### src/design/atpb_pkg.sv
// Shared constants, types and codes for the area trigger polygon/box unit.
// No dependencies; every design file refers to this package by scoped names.
package atpb_pkg;

  localparam int COORD_BITS   = 16;
  localparam int MAX_VERTICES = 64;
  localparam int MIN_VERTICES = 3;

  localparam int VIDX_W    = $clog2(MAX_VERTICES);
  localparam int CNT_W     = $clog2(MAX_VERTICES + 1);
  localparam int VCOUNT_W  = 7;
  localparam int VINDEX_W  = 6;
  localparam int BOX_W     = 3 * COORD_BITS;
  localparam int CFG_W     = BOX_W;
  localparam int CFG_IDX_W = 3;
  localparam int VERT_W    = 2 * COORD_BITS;
  localparam int DIFF_W    = COORD_BITS + 1;
  localparam int PROD_W    = 2 * DIFF_W;

  typedef logic signed [COORD_BITS-1:0] coord_t;
  typedef logic signed [DIFF_W-1:0]     diff_t;
  typedef logic signed [PROD_W-1:0]     prod_t;

  localparam logic CMD_QUERY = 1'b0;
  localparam logic CMD_LOAD  = 1'b1;

  typedef enum logic [CFG_IDX_W-1:0] {
    REG_TRIGGER_ENABLED = 3'd0,
    REG_OBJECT_ACTIVE   = 3'd1,
    REG_POLY_MODE       = 3'd2,
    REG_HEIGHT_MIN      = 3'd3,
    REG_HEIGHT_MAX      = 3'd4,
    REG_VERTEX_COUNT    = 3'd5,
    REG_BOX_LOW         = 3'd6,
    REG_BOX_HIGH        = 3'd7
  } cfg_reg_t;

  typedef enum logic [0:0] {
    TOP_IDLE,
    TOP_CAST
  } top_state_t;

  typedef enum logic [2:0] {
    RC_IDLE,
    RC_PRIME,
    RC_FETCH,
    RC_MUL_A,
    RC_MUL_B,
    RC_CMP
  } rc_state_t;

  // launch of a ray cast
  typedef struct packed {
    logic             go;
    logic [CNT_W-1:0] count;
    coord_t           px;
    coord_t           pz;
  } rc_ctrl_t;

  // finish of a ray cast
  typedef struct packed {
    logic done;
    logic in_poly;
  } rc_stat_t;

  // vertex table write
  typedef struct packed {
    logic              en;
    logic [VIDX_W-1:0] addr;
    coord_t            x;
    coord_t            z;
  } vt_wr_t;

endpackage

### src/design/area_trigger_polygon_box_unit.sv
// Area trigger: polygon (with height range) or box containment, enter/exit marks.
// Depends on atpb_pkg and atpb_ray_cast.
// Sequence: loads, disabled queries, box queries and rejected polygon queries
//   give their result beat in the cycle after they are accepted; a polygon ray cast over n
//   vertices runs one vertex-table read prime, then fetch, two multiplies and a
//   compare per edge on the single shared 17x17 multiplier.
// Throughput: one item per result; busy stays high while a ray cast runs.
// Reset (rst, synchronous): registers to their documented values, inside flag
//   cleared; the vertex table is not cleared. The receiver cannot stall: done
//   marks each result beat for exactly one cycle.
module area_trigger_polygon_box_unit (
  input  logic                            clk,
  input  logic                            rst,
  // command channel
  input  logic                            start,
  output logic                            busy,
  input  logic                            command,
  input  atpb_pkg::coord_t                pos_x,
  input  atpb_pkg::coord_t                pos_y,
  input  atpb_pkg::coord_t                pos_z,
  input  logic [atpb_pkg::VINDEX_W-1:0]   vertex_index,
  input  atpb_pkg::coord_t                vertex_x,
  input  atpb_pkg::coord_t                vertex_z,
  // result channel
  output logic                            done,
  output logic                            inside_now,
  output logic                            entered,
  output logic                            exited,
  // configuration write port
  input  logic                            cfg_write,
  input  logic [atpb_pkg::CFG_IDX_W-1:0]  cfg_index,
  input  logic [atpb_pkg::CFG_W-1:0]      cfg_data
);

  localparam int CB = atpb_pkg::COORD_BITS;

  // configuration registers
  logic                          trigger_enabled;
  logic                          object_active;
  logic                          poly_mode;
  atpb_pkg::coord_t              height_min;
  atpb_pkg::coord_t              height_max;
  logic [atpb_pkg::VCOUNT_W-1:0] vertex_count;
  logic [atpb_pkg::BOX_W-1:0]    box_low_corner;
  logic [atpb_pkg::BOX_W-1:0]    box_high_corner;

  logic inside_flag;

  atpb_pkg::top_state_t state, state_next;
  atpb_pkg::rc_ctrl_t   rc_ctrl;
  atpb_pkg::rc_stat_t   rc_stat;
  atpb_pkg::vt_wr_t     vwr;

  logic accept, is_load, enabled, height_ok, count_ok, box_in, launch, slot_ok;
  logic report, update, rep_now, cast_go, vt_en;
  logic [atpb_pkg::CNT_W-1:0] n_use;

  always_ff @(posedge clk) begin
    if (rst) begin
      trigger_enabled <= 1'b0;
      object_active   <= 1'b0;
      poly_mode       <= 1'b0;
      height_min      <= {1'b1, {(CB-1){1'b0}}};
      height_max      <= {1'b0, {(CB-1){1'b1}}};
      vertex_count    <= '0;
      box_low_corner  <= '0;
      box_high_corner <= '0;
    end else if (cfg_write) begin
      case (atpb_pkg::cfg_reg_t'(cfg_index))
        atpb_pkg::REG_TRIGGER_ENABLED: trigger_enabled <= cfg_data[0];
        atpb_pkg::REG_OBJECT_ACTIVE:   object_active   <= cfg_data[0];
        atpb_pkg::REG_POLY_MODE:       poly_mode       <= cfg_data[0];
        atpb_pkg::REG_HEIGHT_MIN:      height_min      <= atpb_pkg::coord_t'(cfg_data[CB-1:0]);
        atpb_pkg::REG_HEIGHT_MAX:      height_max      <= atpb_pkg::coord_t'(cfg_data[CB-1:0]);
        atpb_pkg::REG_VERTEX_COUNT:    vertex_count    <= cfg_data[atpb_pkg::VCOUNT_W-1:0];
        atpb_pkg::REG_BOX_LOW:         box_low_corner  <= cfg_data[atpb_pkg::BOX_W-1:0];
        atpb_pkg::REG_BOX_HIGH:        box_high_corner <= cfg_data[atpb_pkg::BOX_W-1:0];
        default: ;
      endcase
    end
  end

  assign busy    = (state == atpb_pkg::TOP_CAST);
  assign accept  = start && !busy;
  assign is_load = (command == atpb_pkg::CMD_LOAD);
  assign enabled = trigger_enabled && object_active;

  // inclusive height band for polygon mode
  assign height_ok = (pos_y >= height_min) && (pos_y <= height_max);

  // count above table depth is clamped to the depth
  assign n_use = (32'(vertex_count) > atpb_pkg::MAX_VERTICES)
               ? atpb_pkg::CNT_W'(atpb_pkg::MAX_VERTICES)
               : atpb_pkg::CNT_W'(vertex_count);
  assign count_ok = (32'(n_use) >= atpb_pkg::MIN_VERTICES);

  // inclusive box test, x/y/z packed low to high; an inverted range holds nothing
  assign box_in =
      (pos_x >= $signed(box_low_corner[0*CB +: CB])) &&
      (pos_x <= $signed(box_high_corner[0*CB +: CB])) &&
      (pos_y >= $signed(box_low_corner[1*CB +: CB])) &&
      (pos_y <= $signed(box_high_corner[1*CB +: CB])) &&
      (pos_z >= $signed(box_low_corner[2*CB +: CB])) &&
      (pos_z <= $signed(box_high_corner[2*CB +: CB]));

  assign launch  = enabled && poly_mode && height_ok && count_ok;
  assign slot_ok = (32'(vertex_index) < atpb_pkg::MAX_VERTICES);

  assign rc_ctrl = {cast_go, n_use, pos_x, pos_z};
  assign vwr     = {vt_en, atpb_pkg::VIDX_W'(vertex_index), vertex_x, vertex_z};

  // next state
  always_comb begin
    state_next = state;
    case (state)
      atpb_pkg::TOP_IDLE: begin
        if (accept && !is_load && launch) state_next = atpb_pkg::TOP_CAST;
      end
      atpb_pkg::TOP_CAST: begin
        if (rc_stat.done) state_next = atpb_pkg::TOP_IDLE;
      end
      default: state_next = atpb_pkg::TOP_IDLE;
    endcase
  end

  // outputs: report gives a result beat next cycle, update moves the inside flag
  always_comb begin
    report  = 1'b0;
    update  = 1'b0;
    rep_now = 1'b0;
    cast_go = 1'b0;
    vt_en   = 1'b0;
    case (state)
      atpb_pkg::TOP_IDLE: begin
        if (accept) begin
          if (is_load) begin
            report = 1'b1;
            vt_en  = slot_ok;
          end else if (!enabled) begin
            report = 1'b1;
          end else if (!poly_mode) begin
            report  = 1'b1;
            update  = 1'b1;
            rep_now = box_in;
          end else if (launch) begin
            cast_go = 1'b1;
          end else begin
            // outside the height band or too few vertices
            report = 1'b1;
            update = 1'b1;
          end
        end
      end
      atpb_pkg::TOP_CAST: begin
        if (rc_stat.done) begin
          report  = 1'b1;
          update  = 1'b1;
          rep_now = rc_stat.in_poly;
        end
      end
      default: ;
    endcase
  end

  always_ff @(posedge clk) begin
    if (rst) begin
      state       <= atpb_pkg::TOP_IDLE;
      done        <= 1'b0;
      inside_now  <= 1'b0;
      entered     <= 1'b0;
      exited      <= 1'b0;
      inside_flag <= 1'b0;
    end else begin
      state      <= state_next;
      done       <= report;
      inside_now <= rep_now;
      entered    <= update && rep_now && !inside_flag;
      exited     <= update && !rep_now && inside_flag;
      if (update) begin
        inside_flag <= rep_now;
      end
    end
  end

  atpb_ray_cast u_ray_cast (
    .clk  (clk),
    .rst  (rst),
    .ctrl (rc_ctrl),
    .wr   (vwr),
    .stat (rc_stat)
  );

endmodule

### src/design/atpb_ray_cast.sv
// Vertex table and even-odd ray cast sequencer with one shared multiplier.
// Depends on atpb_pkg.
module atpb_ray_cast (
  input  logic             clk,
  input  logic             rst,
  input  atpb_pkg::rc_ctrl_t ctrl,
  input  atpb_pkg::vt_wr_t   wr,
  output atpb_pkg::rc_stat_t stat
);

  atpb_pkg::rc_state_t state, state_next;

  logic [atpb_pkg::VERT_W-1:0] vtab [atpb_pkg::MAX_VERTICES];
  logic [atpb_pkg::VERT_W-1:0] rd_data;
  logic [atpb_pkg::VIDX_W-1:0] rd_addr;

  atpb_pkg::coord_t pos_x_q, pos_z_q, prev_x, prev_z, cur_x, cur_z;
  logic [atpb_pkg::CNT_W-1:0] cnt, ptr;
  atpb_pkg::diff_t dx, span, ex, dz, mul_a, mul_b;
  atpb_pkg::prod_t prod_a, prod_b, mul_out;
  logic crossing, parity, hit, last;

  assign cur_x = atpb_pkg::coord_t'(rd_data[atpb_pkg::COORD_BITS-1:0]);
  assign cur_z = atpb_pkg::coord_t'(rd_data[atpb_pkg::VERT_W-1:atpb_pkg::COORD_BITS]);

  // closing edge first: prime with the last vertex, then walk from slot 0
  always_comb begin
    if (state == atpb_pkg::RC_IDLE) begin
      rd_addr = atpb_pkg::VIDX_W'(ctrl.count - atpb_pkg::CNT_W'(1));
    end else begin
      rd_addr = ptr[atpb_pkg::VIDX_W-1:0];
    end
  end

  always_ff @(posedge clk) begin
    if (wr.en) begin
      vtab[wr.addr] <= {wr.z, wr.x};
    end
    rd_data <= vtab[rd_addr];
  end

  assign mul_out = mul_a * mul_b;
  assign last    = (ptr == cnt);
  // sign of the z span picks the direction of the cross-multiplied compare
  assign hit     = span[atpb_pkg::DIFF_W-1] ? (prod_a > prod_b) : (prod_a < prod_b);

  always_comb begin
    state_next = state;
    case (state)
      atpb_pkg::RC_IDLE:  if (ctrl.go) state_next = atpb_pkg::RC_PRIME;
      atpb_pkg::RC_PRIME: state_next = atpb_pkg::RC_FETCH;
      atpb_pkg::RC_FETCH: state_next = atpb_pkg::RC_MUL_A;
      atpb_pkg::RC_MUL_A: state_next = atpb_pkg::RC_MUL_B;
      atpb_pkg::RC_MUL_B: state_next = atpb_pkg::RC_CMP;
      atpb_pkg::RC_CMP:   state_next = last ? atpb_pkg::RC_IDLE : atpb_pkg::RC_FETCH;
      default:            state_next = atpb_pkg::RC_IDLE;
    endcase
  end

  always_comb begin
    mul_a        = dx;
    mul_b        = span;
    stat.done    = 1'b0;
    stat.in_poly = parity;
    case (state)
      atpb_pkg::RC_MUL_B: begin
        mul_a = ex;
        mul_b = dz;
      end
      atpb_pkg::RC_CMP: begin
        stat.done    = last;
        stat.in_poly = parity ^ (crossing & hit);
      end
      default: ;
    endcase
  end

  always_ff @(posedge clk) begin
    if (rst) begin
      state <= atpb_pkg::RC_IDLE;
    end else begin
      state <= state_next;
    end
  end

  always_ff @(posedge clk) begin
    case (state)
      atpb_pkg::RC_IDLE: begin
        if (ctrl.go) begin
          pos_x_q <= ctrl.px;
          pos_z_q <= ctrl.pz;
          cnt     <= ctrl.count;
          ptr     <= '0;
          parity  <= 1'b0;
        end
      end
      atpb_pkg::RC_PRIME: begin
        prev_x <= cur_x;
        prev_z <= cur_z;
      end
      atpb_pkg::RC_FETCH: begin
        crossing <= (cur_z > pos_z_q) != (prev_z > pos_z_q);
        dx       <= atpb_pkg::diff_t'(pos_x_q) - atpb_pkg::diff_t'(cur_x);
        span     <= atpb_pkg::diff_t'(prev_z) - atpb_pkg::diff_t'(cur_z);
        ex       <= atpb_pkg::diff_t'(prev_x) - atpb_pkg::diff_t'(cur_x);
        dz       <= atpb_pkg::diff_t'(pos_z_q) - atpb_pkg::diff_t'(cur_z);
        prev_x   <= cur_x;
        prev_z   <= cur_z;
      end
      atpb_pkg::RC_MUL_A: begin
        prod_a <= mul_out;
        ptr    <= ptr + atpb_pkg::CNT_W'(1);
      end
      atpb_pkg::RC_MUL_B: begin
        prod_b <= mul_out;
      end
      atpb_pkg::RC_CMP: begin
        parity <= parity ^ (crossing & hit);
      end
      default: ;
    endcase
  end

endmodule

### config.mk
export PLATFORM = sky130hd
export DESIGN_NAME = area_trigger_polygon_box_unit
export DESIGN_NICKNAME = d
export VERILOG_FILES = /design/src/design/atpb_pkg.sv /design/src/design/area_trigger_polygon_box_unit.sv /design/src/design/atpb_ray_cast.sv
export SDC_FILE = /design/constraint.sdc
export NUM_CORES = 2
export LEC_CHECK = 0
export BUFFER_PORTS_ARGS = -buffer_cell sky130_fd_sc_hd__buf_2
export CAP_MARGIN = 20
export CORE_MARGIN = 2
export CORE_UTILIZATION = 40
export DETAILED_ROUTE_END_ITERATION = 10
export PLACE_DENSITY = 0.58
export SETUP_SLACK_MARGIN = 0.4
export SLEW_MARGIN = 20
export SYNTH_ARGS = -nofsm -noshare
export SYNTH_HDL_FRONTEND = slang
export SYNTH_SLANG_ARGS = --single-unit
### constraint.sdc
create_clock -name clk -period 9.15 [get_ports clk]
set_input_delay 1.83 -clock clk [delete_from_list [all_inputs] [get_ports clk]]
set_output_delay 1.83 -clock clk [all_outputs]
set_load 0.005 [all_outputs]
== Word level (Yosys, flattened, before mapping) ==
Memory sizes are Yosys's and may differ from the RTL's. A register that Yosys moved wholly into a read port is not among the register bits.
Index checks and enable logic that the tools add are counted.

* Register bits: 363
* Bits in writable memories: 2048
* Memories: 1
* Logic and storage cells: 150

* Order comparisons: 14
* Bitwise operators: 3
* Mux-type cells: 44
* Add/sub/neg operators: 6
* Equality and inequality tests: 15
* Multipliers: 1
* Reductions and logical operators: 37

{| class="wikitable"
|+ Memory list
! name !! words !! width !! rd ports !! clocked after Yosys merged registers in !! write ports !! line !! text
|-
| u_ray_cast.vtab || 64 || 32 || 1 || 1 || 1 || atpb_ray_cast.sv:13 || <nowiki>logic [atpb_pkg::VERT_W-1:0] vtab [atpb_pkg::MAX_VERTICES];</nowiki>
|}

{| class="wikitable"
|+ Operators with widths
! kind !! number
|-
| $sub 16x16->17 || 4
|-
| $ge 16x16->1 || 4
|-
| $le 16x16->1 || 4
|-
| $gt 34x34->1 || 1
|-
| $lt 34x34->1 || 1
|-
| $mul 17x17->34 || 1
|-
| $mux 17 || 2
|-
| $gt 16x16->1 || 2
|-
| $mux 1 || 29
|-
| $reduce_and 2->1 || 11
|-
| $eq 3x3->1 const B || 6
|-
| $pmux 3 s6 || 1
|-
| $logic_and 1x1->1 || 17
|-
| $mux 7 || 2
|-
| $pmux 7 s2 || 1
|-
| $eq 3x2->1 const B || 4
|-
| $pmux 1 s2 || 5
|-
| $add 7x1->7 const B || 1
|-
| $eq 7x7->1 || 1
|-
| $ge 7x2->1 const B || 1
|-
| $gt 7x7->1 const B || 1
|-
| $eq 3x1->1 const B || 2
|-
| $logic_not 3->1 || 2
|-
| $mux 6 || 1
|-
| 11 further kinds || 16
|}

== Logic depth before layout (Yosys ltp) ==
* Depth after elaboration: 14
* Depth in mapped cells: 30

== Cells and area by module ==
A second synthesis with hierarchy kept.

* Cells, all modules: 6587
* Area, all modules: 110888.9 µm²

{| class="wikitable"
|+ By module, submodules not included
! module !! area an instance (µm²) !! cells each !! seq. area each (µm²) !! times used
|-
| atpb_ray_cast || 102595.9 || 5505 || 68685.9 || 1
|-
| area_trigger_polygon_box_unit || 8293.0 || 1082 || 2882.8 || 1
|}

== Worst setup path before layout ==
Ideal clock, no wire load.

* Kind: input -> register
* Start point: input pos_y[15]
* End point: register u_ray_cast.ptr[0] in the netlist's numbering, enable pin
* Path slack: 0.984 ns
* Required time: 8.831 ns
* Stages on the path: 9
* Buffers on the path: 0
* Arrival: 7.847 ns
* Library setup time: 0.319 ns
* Cell sequence: ha_1 > or4b_1 > nor3_1 > a21oi_1 > nor3_1 > o311ai_1 > or3_1 > nor4_1 > or2_2

* Word-level cells in the longest chain between the ends: 12
* Elaborated cells on any way between the ends: 13
* Classes of those cells: order compare (2); eq/ne (1); mux (6); reduce/logical (4)

{| class="wikitable"
|+ RTL lines
! element !! line !! text
|-
| from (decl) || area_trigger_polygon_box_unit.sv:19 || <nowiki>input atpb_pkg::coord_t pos_y,</nowiki>
|-
| $ge 16x16->1 / $le 16x16->1 (equally long branches) || area_trigger_polygon_box_unit.sv:89 || <nowiki>assign height_ok = (pos_y >= height_min) && (pos_y <= height_max);</nowiki>
|-
| $logic_and 1x1->1 (*) || area_trigger_polygon_box_unit.sv:89 ||
|-
| $logic_and 1x1->1 (*) (2 in series) || area_trigger_polygon_box_unit.sv:106 || <nowiki>assign launch = enabled && poly_mode && height_ok && count_ok;</nowiki>
|-
| $mux 1 (*) || area_trigger_polygon_box_unit.sv:145 || <nowiki>end else if (launch) begin</nowiki>
|-
| $mux 1 (*) || area_trigger_polygon_box_unit.sv:141 || <nowiki>end else if (!poly_mode) begin</nowiki>
|-
| $mux 1 (*) || area_trigger_polygon_box_unit.sv:139 || <nowiki>end else if (!enabled) begin</nowiki>
|-
| $mux 1 (*) || area_trigger_polygon_box_unit.sv:136 || <nowiki>if (is_load) begin</nowiki>
|-
| $mux 1 (*) || area_trigger_polygon_box_unit.sv:135 || <nowiki>if (accept) begin</nowiki>
|-
| $mux 1 (*) || area_trigger_polygon_box_unit.sv:133 || <nowiki>case (state)</nowiki>
|-
| $ne 2x2->1 (no source line) (*) || - ||
|-
| $reduce_and 2->1 (no source line) (*) || - ||
|-
| to (signal assigned) || atpb_ray_cast.sv:112 || <nowiki>ptr <= ptr + atpb_pkg::CNT_W'(1);</nowiki>
|-
| to (decl) || atpb_ray_cast.sv:18 || <nowiki>logic [atpb_pkg::CNT_W-1:0] cnt, ptr;</nowiki>
|}

Mark *: on every way between the ends. The rest lies on a longest branch, timed or not.
A chain may end at the register's enable or synchronous reset.

== Final worst setup path ==
* Start point: register u_ray_cast.state[2]
* End point: register u_ray_cast.prod_b[33], data pin

* Word-level cells in the longest chain between the ends: 3
* Elaborated cells on any way between the ends: 4
* Classes of those cells: mul (1); eq/ne (1); mux (2)

{| class="wikitable"
|+ RTL lines
! element !! line !! text
|-
| from (decl) || atpb_ray_cast.sv:11 || <nowiki>atpb_pkg::rc_state_t state, state_next;</nowiki>
|-
| from (signal assigned) || atpb_ray_cast.sv:80 || <nowiki>state <= atpb_pkg::RC_IDLE;</nowiki>
|-
| from (signal assigned) || atpb_ray_cast.sv:82 || <nowiki>state <= state_next;</nowiki>
|-
| $eq 3x3->1 (*) || atpb_ray_cast.sv:65 || <nowiki>case (state)</nowiki>
|-
| $mux 17 || atpb_ray_cast.sv:65 ||
|-
| $mul 17x17->34 (*) || atpb_ray_cast.sv:42 || <nowiki>assign mul_out = mul_a * mul_b;</nowiki>
|-
| named net u_ray_cast.mul_out[33] || atpb_ray_cast.sv:20 || <nowiki>atpb_pkg::prod_t prod_a, prod_b, mul_out;</nowiki>
|-
| to (signal assigned) || atpb_ray_cast.sv:115 || <nowiki>prod_b <= mul_out;</nowiki>
|-
| to (decl) || atpb_ray_cast.sv:20 ||
|}

The timed path passes the listed nets; every way through them passes the cells marked *.

==> impl_metrics.ini <==
[place]
hpwl_um = 176000
port_buffers = 146
placed_area_um2 = 116000
place_inst = 10400
gp_congestion = 0.844
post-place-ws_ns = 0.777

[logic_synthesis]
syn_nets = 7474
synthFlopType = edfxtp_1
ys_seq_area_frac = 0.649
synth.cell_area_um2 = 110000
synth_edf_count = 2264
synth.avg_cell_area_um2 = 16.5
syn-instance-count = 6701
ys_seq_elements = 2443
synth_cell_types = 75
async_reset_ff_frac = 0
ys.warnings.count = 0

[cells_and_area]
n_fill_cell = 23700
final_nets = 7738
final_util = 0.453
drive_gt1_frac = 0.179
stdcell_count = 10900
fin_area_um2 = 124000
area_growth_syn_to_layout_pct = 12.5

[setup_path]
crit_path_max_incr_delay_ns = 0.82
critPathRequiredTime_ns = 9.71
cp_top_family = adder cells
r2r_cells = 23
worstPathCellList = nor3b_2 -> buf_12 -> mux2i_1 -> nor2_1 -> fa_1 -> inv_1 -> fa_1 -> fa_1 -> inv_1 -> fa_1 -> fa_1 -> inv_1 -> fa_1 -> inv_1 -> ha_1 -> a21oi_1 -> o21ai_0 -> o41ai_2 -> o211ai_1 -> a311oi_2 -> o21ai_0 -> a21oi_1 -> xnor2_1
critPathMostFrequentCell = fa_1
arrival_ns = 8.79
critPathCaptureType = flop
critPathSlowestCell = mux2i_1
worst-path-buf-inv = 5
crit_fanout = 93
start_kind = flop
worstSetupPathType = flop to flop
critical_path_depth = 23

[routing]
antenna_left = 0
wl_met1_um = 124000
maxUsedRoutingLayer = met5
num_vias = 59100
wl_per_cell_um = 26.1
vias_per_cell = 5.44
wirelength_um = 284000
drt-initial-drc-count = 5313
drc = 2
first_pass_iters = 8
wl_met2_um = 137000
dr_wl_met3_um = 15000

[clock_tree]
insertion_delay_ns = 0.93
cts_setup_buffers = 0
cts.path.max_buffers = 4
clk_pin_slew_ns = 0.07
postCtsHoldBufs = 0
htree_levels = 4
cts_root_buf = clkbuf_16
cts_tree = done
cts_resized = 0
cts_buffers = 241
cts_sinks = 2443

[run_status]
violations = design-rule violations
status = finished, violations left

[timing]
drv_slew = 0
setup_slack_ns = 0.921
timing.fmax_mhz = 122
rsz0062_at_grt = no
setup_viol = 0
totalNegativeSetupSlack_ns = 0
worstMarginPinSlew_ns = 1.17
final.setup_skew_ns = 0.121
slew_headroom = 0.199
hold_violations = 0
period_minus_slack_ns = 8.23
fin_crit_sh = 0.899
holdWs_ns = 0.430

[pwr]
power_density_nw_per_um2 = 378
peakVddDrop_mv = 1.54
p_total_mw = 47.0
p_leak_nw = 42.2

[global_route]
grt_overflow = 0
grt_pass1_wl_um = 414000
antenna_found_initial = 24
grt_pass1_vias = 60600
grt_max_degree = 102
grt_use_total = 0.201

[flow_run]
maxCapViolations = 0

[floorplanning]
core_area_um2 = 274000
num_rows = 192
start_util = 0.403
io_pins = 147
fp.dieArea_um2 = 280000
chipHeight_um = 529
die_x_um = 529

[hold_path]
hold_class = flop to flop
min_delay_path_depth = 0
==> area by class of cell <==
class	count	area (µm²)	area share
antenna	8	20.0	0.000161
clock buffer	295	6380	0.0514
clock inverter	144	1330	0.0107
inverter	556	2090	0.0168
multi-input combinational	3418	35900	0.290
sequential	2443	71600	0.576
tap	3686	4610	0.0371
timing repair buffer	305	2210	0.0178
==> logic make-up after synthesis <==
group / after synthesis / share of synthesized area
flip-flops: 2443 / 0.649
AND/OR/NAND/NOR: 1167 / 0.0486
buffers and inverters: 840 / 0.0313
multiplexers: 804 / 0.131
AO/OA/AOI/OAI: 723 / 0.0411
adder cells (fa/ha/maj): 631 / 0.0919
XOR/XNOR: 93 / 0.00738
==> worst paths after layout <==
kind | endpoint | startpoint | slack (ns)
max reg2reg | u_ray_cast.prod_b[33] | u_ray_cast.state[2] | 0.92
max | u_ray_cast.prod_b[33] | u_ray_cast.state[2] | 0.92
min | u_ray_cast.prev_z[4] | u_ray_cast.rd_data[20] | 0.43
min reg2reg | u_ray_cast.prev_z[4] | u_ray_cast.rd_data[20] | 0.43
==> state kept, by name (all words and copies together), names as in the netlist, 32 cells and up <==
register,count
box_low_corner,48
u_ray_cast.vtab,2048
u_ray_cast.prod_a,34
u_ray_cast.prod_b,34
u_ray_cast.rd_data,32
box_high_corner,48
==> report_power, final <==
part	switching [mW]	leakage [nW]	internal (mW)	total, mW
sequential	0.173	21.8	14.5	14.7
clock	4.19	3.76	5.60	9.78
combinational	13.2	16.6	9.32	22.5
total	17.6	42.2	29.4	47.0
==> synthesized netlist by cell type (4+ instances only) <==
library cell | instances | area [µm²]
ha_1 | 331 | 4140
nand3_1 | 46 | 230
o21a_1 | 23 | 173
and4_1 | 4 | 35.0
o211ai_1 | 15 | 113
nor2b_1 | 153 | 957
nor2_1 | 343 | 1290
inv_1 | 556 | 2090
a21oi_1 | 344 | 1720
o21ai_1 | 4 | 20.0
edfxtp_1 | 2264 | 68000
nand2_1 | 415 | 1560
mux2i_1 | 267 | 2670
or2_2 | 14 | 87.6
xor2_1 | 25 | 219
buf_4 | 47 | 353
nand4_1 | 29 | 181
buf_2 | 90 | 450
clkbuf_1 | 135 | 507
nand2b_1 | 19 | 119
a21boi_0 | 13 | 97.6
nor3_1 | 56 | 280
nor4_1 | 8 | 50.1
a31oi_1 | 6 | 37.5
a211oi_1 | 139 | 1040
fa_1 | 300 | 6010
xnor2_1 | 68 | 596
and3_1 | 14 | 87.6
mux2_2 | 25 | 282
dfxtp_1 | 179 | 3580
a211o_1 | 21 | 184
o21ai_0 | 62 | 310
nand3b_1 | 10 | 75.1
a2111oi_0 | 16 | 140
buf_1 | 10 | 37.5
a41o_1 | 5 | 50.1
mux4_2 | 512 | 11500
o22ai_1 | 6 | 37.5
nor3b_1 | 4 | 30.0
o21bai_1 | 6 | 45.0
a21o_1 | 32 | 240
or3_1 | 28 | 175
and2_1 | 8 | 50.1
==> cells in the final DEF, fill, tap and decap left out, types with 46 or more instances in the layout <==
| cell type | synthesis | routed |
|---|---|---|
| clkinv_1 | 0 | 62 |
| inv_1 | 556 | 556 |
| buf_2 | 90 | 131 |
| fa_1 | 300 | 300 |
| nor2_1 | 343 | 278 |
| nor2b_1 | 153 | 152 |
| nor2_4 | 0 | 65 |
| mux2i_1 | 267 | 264 |
| buf_4 | 47 | 155 |
| a211oi_1 | 139 | 139 |
| o21ai_0 | 62 | 61 |
| xnor2_1 | 68 | 68 |
| nand3_1 | 46 | 46 |
| edfxtp_1 | 2264 | 2264 |
| nand2_1 | 415 | 415 |
| dfxtp_1 | 179 | 179 |
| ha_1 | 331 | 331 |
| clkbuf_16 | 0 | 245 |
| nor3_1 | 56 | 54 |
| a21oi_1 | 344 | 344 |
| mux4_2 | 512 | 512 |
==> routing by layer <==
metal,up-vias,global-route usage
met5,-,0
met4,12,0.0509
met3,396,0.0291
met2,1625,0.330
met1,31200,0.283
li1,25900,-
Note: power is estimated with default switching activity, not from simulation.
